**config.mk**
```make
export PLATFORM = sky130hd
export DESIGN_NAME = kuzn_ctrl
export DESIGN_NICKNAME = d
export VERILOG_FILES = /design/src/design/kuzn_pkg.sv /design/src/design/kuzn_ctrl.sv
export SDC_FILE = /design/constraint.sdc
export NUM_CORES = 1
export LEC_CHECK = 0
export BUFFER_PORTS_ARGS = -buffer_cell sky130_fd_sc_hd__clkbuf_2
export CAP_MARGIN = 15
export CORE_AREA = 2 2 39 41
export CTS_BUF_LIST = sky130_fd_sc_hd__clkbuf_8
export DETAILED_ROUTE_END_ITERATION = 6
export DIE_AREA = 0 0 41 43
export PLACE_DENSITY = 0.74
export SLEW_MARGIN = 15
export SYNTH_ARGS = -nofsm -noshare
export SYNTH_HDL_FRONTEND = slang
export SYNTH_SLANG_ARGS = --single-unit
```
**constraint.sdc**
```tcl
create_clock -name clk_i -period 4.02 [get_ports clk_i]
set_clock_uncertainty 0.2 [all_clocks]
set_input_delay 1.005 -clock clk_i [delete_from_list [all_inputs] [get_ports clk_i]]
set_output_delay 1.005 -clock clk_i [all_outputs]
set_load 0.01 [all_outputs]
```
**src/design/kuzn_pkg.sv**
```systemverilog
// ----------------------------------------------------------------------------
// kuzn_pkg
// Shared types, S-box tables and linear-layer constants for the 128-bit cipher.
// ----------------------------------------------------------------------------
package kuzn_pkg;

  localparam int unsigned KEY_WORDS = 4;

  // block kind carried in tuser
  localparam logic KIND_ENC = 1'b0;
  localparam logic KIND_DEC = 1'b1;

  typedef logic [15:0][7:0] kz_block_t;

  typedef enum logic [1:0] {
    ST_IDLE,
    ST_EXPAND,
    ST_RUN,
    ST_FLUSH
  } kz_state_e;

  typedef struct packed {
    logic       load;      // capture input beat
    logic       key_init;  // seed key schedule from the key registers
    logic       expand;    // one key-schedule Feistel step
    logic       step;      // one cipher round
    logic       out_load;  // move finished block to the output register
    logic [4:0] cnt;
  } kz_cmd_t;

  localparam logic [7:0] RED_POLY = 8'hC3;

  localparam logic [7:0] LIN_COEF [16] = '{
    8'h94, 8'h20, 8'h85, 8'h10, 8'hC2, 8'hC0, 8'h01, 8'hFB,
    8'h01, 8'hC0, 8'hC2, 8'h10, 8'h85, 8'h20, 8'h94, 8'h01
  };

  localparam logic [7:0] SBOX_FWD [256] = '{
    8'hFC,8'hEE,8'hDD,8'h11,8'hCF,8'h6E,8'h31,8'h16,8'hFB,8'hC4,8'hFA,8'hDA,8'h23,8'hC5,8'h04,8'h4D,
    8'hE9,8'h77,8'hF0,8'hDB,8'h93,8'h2E,8'h99,8'hBA,8'h17,8'h36,8'hF1,8'hBB,8'h14,8'hCD,8'h5F,8'hC1,
    8'hF9,8'h18,8'h65,8'h5A,8'hE2,8'h5C,8'hEF,8'h21,8'h81,8'h1C,8'h3C,8'h42,8'h8B,8'h01,8'h8E,8'h4F,
    8'h05,8'h84,8'h02,8'hAE,8'hE3,8'h6A,8'h8F,8'hA0,8'h06,8'h0B,8'hED,8'h98,8'h7F,8'hD4,8'hD3,8'h1F,
    8'hEB,8'h34,8'h2C,8'h51,8'hEA,8'hC8,8'h48,8'hAB,8'hF2,8'h2A,8'h68,8'hA2,8'hFD,8'h3A,8'hCE,8'hCC,
    8'hB5,8'h70,8'h0E,8'h56,8'h08,8'h0C,8'h76,8'h12,8'hBF,8'h72,8'h13,8'h47,8'h9C,8'hB7,8'h5D,8'h87,
    8'h15,8'hA1,8'h96,8'h29,8'h10,8'h7B,8'h9A,8'hC7,8'hF3,8'h91,8'h78,8'h6F,8'h9D,8'h9E,8'hB2,8'hB1,
    8'h32,8'h75,8'h19,8'h3D,8'hFF,8'h35,8'h8A,8'h7E,8'h6D,8'h54,8'hC6,8'h80,8'hC3,8'hBD,8'h0D,8'h57,
    8'hDF,8'hF5,8'h24,8'hA9,8'h3E,8'hA8,8'h43,8'hC9,8'hD7,8'h79,8'hD6,8'hF6,8'h7C,8'h22,8'hB9,8'h03,
    8'hE0,8'h0F,8'hEC,8'hDE,8'h7A,8'h94,8'hB0,8'hBC,8'hDC,8'hE8,8'h28,8'h50,8'h4E,8'h33,8'h0A,8'h4A,
    8'hA7,8'h97,8'h60,8'h73,8'h1E,8'h00,8'h62,8'h44,8'h1A,8'hB8,8'h38,8'h82,8'h64,8'h9F,8'h26,8'h41,
    8'hAD,8'h45,8'h46,8'h92,8'h27,8'h5E,8'h55,8'h2F,8'h8C,8'hA3,8'hA5,8'h7D,8'h69,8'hD5,8'h95,8'h3B,
    8'h07,8'h58,8'hB3,8'h40,8'h86,8'hAC,8'h1D,8'hF7,8'h30,8'h37,8'h6B,8'hE4,8'h88,8'hD9,8'hE7,8'h89,
    8'hE1,8'h1B,8'h83,8'h49,8'h4C,8'h3F,8'hF8,8'hFE,8'h8D,8'h53,8'hAA,8'h90,8'hCA,8'hD8,8'h85,8'h61,
    8'h20,8'h71,8'h67,8'hA4,8'h2D,8'h2B,8'h09,8'h5B,8'hCB,8'h9B,8'h25,8'hD0,8'hBE,8'hE5,8'h6C,8'h52,
    8'h59,8'hA6,8'h74,8'hD2,8'hE6,8'hF4,8'hB4,8'hC0,8'hD1,8'h66,8'hAF,8'hC2,8'h39,8'h4B,8'h63,8'hB6
  };

  localparam logic [7:0] SBOX_REV [256] = '{
    8'hA5,8'h2D,8'h32,8'h8F,8'h0E,8'h30,8'h38,8'hC0,8'h54,8'hE6,8'h9E,8'h39,8'h55,8'h7E,8'h52,8'h91,
    8'h64,8'h03,8'h57,8'h5A,8'h1C,8'h60,8'h07,8'h18,8'h21,8'h72,8'hA8,8'hD1,8'h29,8'hC6,8'hA4,8'h3F,
    8'hE0,8'h27,8'h8D,8'h0C,8'h82,8'hEA,8'hAE,8'hB4,8'h9A,8'h63,8'h49,8'hE5,8'h42,8'hE4,8'h15,8'hB7,
    8'hC8,8'h06,8'h70,8'h9D,8'h41,8'h75,8'h19,8'hC9,8'hAA,8'hFC,8'h4D,8'hBF,8'h2A,8'h73,8'h84,8'hD5,
    8'hC3,8'hAF,8'h2B,8'h86,8'hA7,8'hB1,8'hB2,8'h5B,8'h46,8'hD3,8'h9F,8'hFD,8'hD4,8'h0F,8'h9C,8'h2F,
    8'h9B,8'h43,8'hEF,8'hD9,8'h79,8'hB6,8'h53,8'h7F,8'hC1,8'hF0,8'h23,8'hE7,8'h25,8'h5E,8'hB5,8'h1E,
    8'hA2,8'hDF,8'hA6,8'hFE,8'hAC,8'h22,8'hF9,8'hE2,8'h4A,8'hBC,8'h35,8'hCA,8'hEE,8'h78,8'h05,8'h6B,
    8'h51,8'hE1,8'h59,8'hA3,8'hF2,8'h71,8'h56,8'h11,8'h6A,8'h89,8'h94,8'h65,8'h8C,8'hBB,8'h77,8'h3C,
    8'h7B,8'h28,8'hAB,8'hD2,8'h31,8'hDE,8'hC4,8'h5F,8'hCC,8'hCF,8'h76,8'h2C,8'hB8,8'hD8,8'h2E,8'h36,
    8'hDB,8'h69,8'hB3,8'h14,8'h95,8'hBE,8'h62,8'hA1,8'h3B,8'h16,8'h66,8'hE9,8'h5C,8'h6C,8'h6D,8'hAD,
    8'h37,8'h61,8'h4B,8'hB9,8'hE3,8'hBA,8'hF1,8'hA0,8'h85,8'h83,8'hDA,8'h47,8'hC5,8'hB0,8'h33,8'hFA,
    8'h96,8'h6F,8'h6E,8'hC2,8'hF6,8'h50,8'hFF,8'h5D,8'hA9,8'h8E,8'h17,8'h1B,8'h97,8'h7D,8'hEC,8'h58,
    8'hF7,8'h1F,8'hFB,8'h7C,8'h09,8'h0D,8'h7A,8'h67,8'h45,8'h87,8'hDC,8'hE8,8'h4F,8'h1D,8'h4E,8'h04,
    8'hEB,8'hF8,8'hF3,8'h3E,8'h3D,8'hBD,8'h8A,8'h88,8'hDD,8'hCD,8'h0B,8'h13,8'h98,8'h02,8'h93,8'h80,
    8'h90,8'hD0,8'h24,8'h34,8'hCB,8'hED,8'hF4,8'hCE,8'h99,8'h10,8'h44,8'h40,8'h92,8'h3A,8'h01,8'h26,
    8'h12,8'h1A,8'h48,8'h68,8'hF5,8'h81,8'h8B,8'hC7,8'hD6,8'h20,8'h0A,8'h08,8'h00,8'h4C,8'hD7,8'h74
  };

  // GF(2^8) multiply, x^8+x^7+x^6+x+1
  function automatic logic [7:0] gf_mul(input logic [7:0] a, input logic [7:0] b);
    logic [7:0] acc;
    logic [7:0] aa;
    acc = '0;
    aa  = a;
    for (int k = 0; k < 8; k++) begin
      if (b[k]) acc = acc ^ aa;
      aa = {aa[6:0], 1'b0} ^ (aa[7] ? RED_POLY : 8'h00);
    end
    return acc;
  endfunction

  // Sixteen R steps; only evaluated on constants to build the matrices.
  function automatic kz_block_t lin_fwd_f(input kz_block_t x);
    kz_block_t  s;
    logic [7:0] t;
    s = x;
    for (int r = 0; r < 16; r++) begin
      t = s[15];
      for (int i = 14; i >= 0; i--) begin
        s[i+1] = s[i];
        t      = t ^ gf_mul(s[i], LIN_COEF[i]);
      end
      s[0] = t;
    end
    return s;
  endfunction

  function automatic kz_block_t lin_rev_f(input kz_block_t x);
    kz_block_t  s;
    logic [7:0] t;
    s = x;
    for (int r = 0; r < 16; r++) begin
      t = s[0];
      for (int i = 0; i < 15; i++) begin
        s[i] = s[i+1];
        t    = t ^ gf_mul(s[i], LIN_COEF[i]);
      end
      s[15] = t;
    end
    return s;
  endfunction

  // Column j holds the image of unit byte j.
  function automatic logic [15:0][15:0][7:0] l_matrix(input logic inv);
    logic [15:0][15:0][7:0] m;
    kz_block_t e;
    for (int j = 0; j < 16; j++) begin
      e    = '0;
      e[j] = 8'h01;
      m[j] = inv ? lin_rev_f(e) : lin_fwd_f(e);
    end
    return m;
  endfunction

  function automatic logic [31:0][127:0] round_consts();
    logic [31:0][127:0] cs;
    kz_block_t c;
    for (int n = 0; n < 32; n++) begin
      c     = '0;
      c[15] = 8'(n + 1);
      cs[n] = lin_fwd_f(c);
    end
    return cs;
  endfunction

  localparam logic [15:0][15:0][7:0] LMAT_FWD = l_matrix(1'b0);
  localparam logic [15:0][15:0][7:0] LMAT_REV = l_matrix(1'b1);
  localparam logic [31:0][127:0]     RCON     = round_consts();

  // Linear layer as a constant matrix: each output byte is an XOR of 16 products.
  function automatic kz_block_t lin_apply(input kz_block_t x,
                                          input logic [15:0][15:0][7:0] m);
    kz_block_t y;
    y = '0;
    for (int i = 0; i < 16; i++) begin
      for (int j = 0; j < 16; j++) begin
        y[i] = y[i] ^ gf_mul(x[j], m[j][i]);
      end
    end
    return y;
  endfunction

  function automatic kz_block_t sub_fwd(input kz_block_t x);
    kz_block_t y;
    for (int i = 0; i < 16; i++) y[i] = SBOX_FWD[x[i]];
    return y;
  endfunction

  function automatic kz_block_t sub_rev(input kz_block_t x);
    kz_block_t y;
    for (int i = 0; i < 16; i++) y[i] = SBOX_REV[x[i]];
    return y;
  endfunction

endpackage

```
**src/design/kuzn_ctrl.sv**
```systemverilog
// ----------------------------------------------------------------------------
// kuzn_ctrl
// Controller: sequences key expansion, the ten round steps and the hand-off
// to the output register.
// ----------------------------------------------------------------------------
module kuzn_ctrl import kuzn_pkg::*; (
  input  logic    clk_i,
  input  logic    rst_ni,
  input  logic    in_valid_i,
  output logic    in_ready_o,
  output logic    out_valid_o,
  input  logic    out_ready_i,
  input  logic    key_write_i,
  output kz_cmd_t cmd_o
);

  kz_state_e  state_q, state_d;
  logic [4:0] cnt_q, cnt_d;
  logic       keys_ready_q, keys_ready_d;
  logic       out_valid_q, out_valid_d;

  always_ff @(posedge clk_i or negedge rst_ni) begin
    if (!rst_ni) begin
      state_q      <= ST_IDLE;
      cnt_q        <= '0;
      keys_ready_q <= 1'b0;
      out_valid_q  <= 1'b0;
    end else begin
      state_q      <= state_d;
      cnt_q        <= cnt_d;
      keys_ready_q <= keys_ready_d;
      out_valid_q  <= out_valid_d;
    end
  end

  always_comb begin
    state_d      = state_q;
    cnt_d        = cnt_q;
    keys_ready_d = keys_ready_q;
    cmd_o        = '0;
    cmd_o.cnt    = cnt_q;
    in_ready_o   = 1'b0;
    case (state_q)
      ST_IDLE: begin
        in_ready_o = 1'b1;
        if (in_valid_i) begin
          cmd_o.load = 1'b1;
          cnt_d      = '0;
          if (!keys_ready_q) begin
            cmd_o.key_init = 1'b1;
            state_d        = ST_EXPAND;
          end else begin
            state_d = ST_RUN;
          end
        end
      end
      ST_EXPAND: begin
        cmd_o.expand = 1'b1;
        cnt_d        = cnt_q + 5'd1;
        if (cnt_q == 5'd31) begin
          keys_ready_d = 1'b1;
          cnt_d        = '0;
          state_d      = ST_RUN;
        end
      end
      ST_RUN: begin
        cmd_o.step = 1'b1;
        cnt_d      = cnt_q + 5'd1;
        if (cnt_q == 5'd9) state_d = ST_FLUSH;
      end
      ST_FLUSH: begin
        if (!out_valid_q || out_ready_i) begin
          cmd_o.out_load = 1'b1;
          state_d        = ST_IDLE;
        end
      end
      default: state_d = ST_IDLE;
    endcase
    if (key_write_i) keys_ready_d = 1'b0;
    if (cmd_o.out_load)   out_valid_d = 1'b1;
    else if (out_ready_i) out_valid_d = 1'b0;
    else                  out_valid_d = out_valid_q;
  end

  assign out_valid_o = out_valid_q;

  a_ready_from_expand: assert property (@(posedge clk_i) disable iff (!rst_ni)
    $rose(keys_ready_q) |-> $past(state_q) == ST_EXPAND)
    else $error("keys marked ready outside expansion");

  a_run_has_keys: assert property (@(posedge clk_i) disable iff (!rst_ni)
    state_q == ST_RUN |-> keys_ready_q && cnt_q <= 5'd9)
    else $error("round step without expanded keys");

  a_no_overwrite: assert property (@(posedge clk_i) disable iff (!rst_ni)
    cmd_o.out_load |-> !out_valid_q || out_ready_i)
    else $error("pending result overwritten");

  a_result_held: assert property (@(posedge clk_i) disable iff (!rst_ni)
    out_valid_q && !out_ready_i |=> out_valid_q)
    else $error("pending result dropped");

endmodule

```
==> out/summary.txt <==
Run status: finished, final reports clean
Period utilization: 67.8%
Largest net degree at the start of global routing: 11
Seq/Total Area, Yosys: 35.3%
Clk slew on worst S/H paths: 0.04 ns
PD cells: 683 mW/mm^2
Max stage delay on crit path: 0.17 ns
Root Driver: clkbuf_8
Starting Density: 46.1%
Logic pwr share: 54.1%
Cell mode on critical path: clkbuf_2
Total gr overflow: 0
Critical Path RT: 2.81 ns
Clock latency at the later pin of the worst-skew pair: 0.23 ns
Switching share of power: 41.5%
Most Crowded Layer GR: met2
GR Layer Usage met1: 21.9%
H-tree depth: 1
Final Hold Fails: 0
# hold bufs at CTS: 0
Cell taking the most area after synthesis: dfrtp_1
Share of the synthesized area in the top cell type: 35.3%
Via-per-instance ratio: 5.31
I/O pin count: 17
Maximum vdd drop: 0.000435 V
Floorplan row count: 14
Leak Pwr: 0.417 nW
Mapped Area: 638 sq um
CTS sink count: 9
RSZ-0062 raised after global routing: false
Die width: 41 um
Antenna viol nets, final: 0
Gr usage total: 16.8%
Max Slew Vio Count: 0
Postcts setup bufs: 0
First-pass GRT wire length: 1940 um
Synth warn: 0
Worst EP arrival: 1.52 ns
Routability cong.: 0.676
Met2 Usage GRT: 23.8%
FILL cells: 137
Via count: 499
Finish-stage setup viols: 0
Crit path kind: in -> out
CP Cell Sequence: clkbuf_2 -> nand2b_1 -> and2_1 -> clkbuf_2
Worst-path maximum fanout: 2
Class of the worst hold path: reg -> reg
Int Pwr: 0.306 mW
Final wirelength: 1170 um
Number of global-route vias before repair: 459
Setup TNS: 0 ns
Max stage delay cell, worst path: and2_1
Sequential power share: 26.4%
Max Cap Viol: 0
TritonCTS clock tree: done
Detailed Routing Iterations Pass 1: 4
Netlist cell types: 29
Dpl cell area: 719 sq um
Cell area after layout: 764 sq um
Final Critical Period: 2.73 ns
Port bufs: 16
Post-CTS Resized: 0
Core ar.: 0.00138 sq mm
P&R area growth vs syn: 19.8%
Synth area leaders: dfrtp_1, ha_1, mux2i_1
Clock share of power: 19.5%
Cells after Synth: 60
DRT iter0 DRCs: 3
Residual DRC: 0
Die area: 0.00176 sq mm
Die H: 43 um
Worst rel slew slack: 75.5%
Final net count: 93
P_sw: 0.217 mW
Layout cells sized above 1: 30.8%
CP Launch Type: input pin
Crit. End Element: primary output
Syn nets: 74
Mean Syn Cell Area: 10.6 sq um
Worst Tran Pin Value: 0.367 ns
Clock Tree Buf Depth: 2
WL/cell: 12.4 um
Dpl hpwl: 885 um
# diodes: 0
F_max: 367 MHz
Initial antenna violation count: 0
Met3 Use GR: 3.14%
#FFs+latches synth: 9
CTS buffer count: 3
-- layout make-up --
class	instances	area, sq um	share of cell area, %
sequential	9	225	29.5
inverter	4	15.0	1.96
tap	16	20.0	2.62
multi-input combinational	45	379	49.6
clock inverter	1	3.75	0.491
timing repair buffer	16	80.1	10.5
clock buffer	3	41.3	5.40
-- synthesized netlist by cell type (all sizes together) --
library cell,count
nand3b,1
a21o,2
o21bai,1
ha,9
a21oi,1
and4b,1
nand2b,4
inv,4
buf,2
nand4bb,1
o31ai,1
mux2i,3
dfrtp,9
o211ai,1
and2,2
and3,1
nor3,1
o21ai,3
nor4,2
a211o,1
nand2,5
nor2b,2
nand3,1
nor2,2
-- kinds of logic (layout without fill, tap and decap cells) --
kind of cell	count (synthesis)	in the layout	share of synthesized area, %
buffers and inverters	6	24	5.29
AND/OR/NAND/NOR	23	23	24.9
flip-flops	9	9	35.3
AO/OA/AOI/OAI	10	10	12.2
multiplexers	3	3	4.71
adder cells (fa/ha/maj)	9	9	17.6
-- final timing paths --
check | slack (ns) | from | depth (start not counted) | end
max in group asynchronous | 3.00 | rst_ni | 1 | state_q[1]
worst min-delay path | 0.34 | out_valid_o | 2 | out_valid_o
worst max-delay path | 1.29 | out_ready_i | 4 | cmd_o[5]
worst max register to register | 2.07 | cnt_q[0] | 7 | cnt_q[3]
min in group asynchronous | 0.42 | rst_ni | 1 | cnt_q[2]
worst min register to register | 0.34 | out_valid_o | 2 | out_valid_o
-- cell usage in the layout (no fill, tap or decap), drive strengths merged --
cell type and count:
a211o 1, a21o 2, a21oi 1, and2 2, and3 1, and4b 1, clkbuf 19, dfrtp 9
ha 9, inv 5, mux2i 3, nand2 5, nand2b 4, nand3 1, nand3b 1, nand4bb 1
nor2 2, nor2b 2, nor3 1, nor4 2, o211ai 1, o21ai 3, o21bai 1, o31ai 1
-- layer usage --
layer	up-vias	share of wire (%)
li1	246	-
met1	233	46
met2	16	46
met3	4	4.5
met4	0	3.1
met5	-	0
-- critical path, delay by kind of cell --
| family | cells | cell delay [ns] |
|---|---|---|
| buffers and inverters | 2 | 0.20 |
| and+or+nand+nor | 2 | 0.32 |
-- state kept, by name, indices dropped and copies added (netlist names) --
name          cells
cnt_q             5
keys_ready_q      1
out_valid_o       1
state_q           2
-- power groups by stage --
stage / logic (mW) / registers [mW] / clock network [mW]
floorplan: 0.225 / 0.141 / 0
finish: 0.283 / 0.138 / 0.102
global placement: 0.277 / 0.138 / 0
detailed placement: 0.285 / 0.140 / 0
global route: 0.320 / 0.143 / 0.108
CTS: 0.287 / 0.139 / 0.103
-- metrics by stage --
step / worst slack, ns / cells / hold WS, ns / power, mW / utilization [%]
floorplan: 1.40 / 60 / 0.305 / 0.366 / -
global placement: 1.33 / 90 / 0.315 / 0.415 / 52.0
detailed placement: 1.29 / 90 / 0.329 / 0.425 / 52.0
CTS: 1.29 / 94 / 0.343 / 0.529 / 55.2
global route: 1.18 / 94 / 0.399 / 0.570 / 55.2
finish: 1.29 / 94 / 0.338 / 0.523 / 55.2
Note: power is estimated with default switching activity, not from simulation.
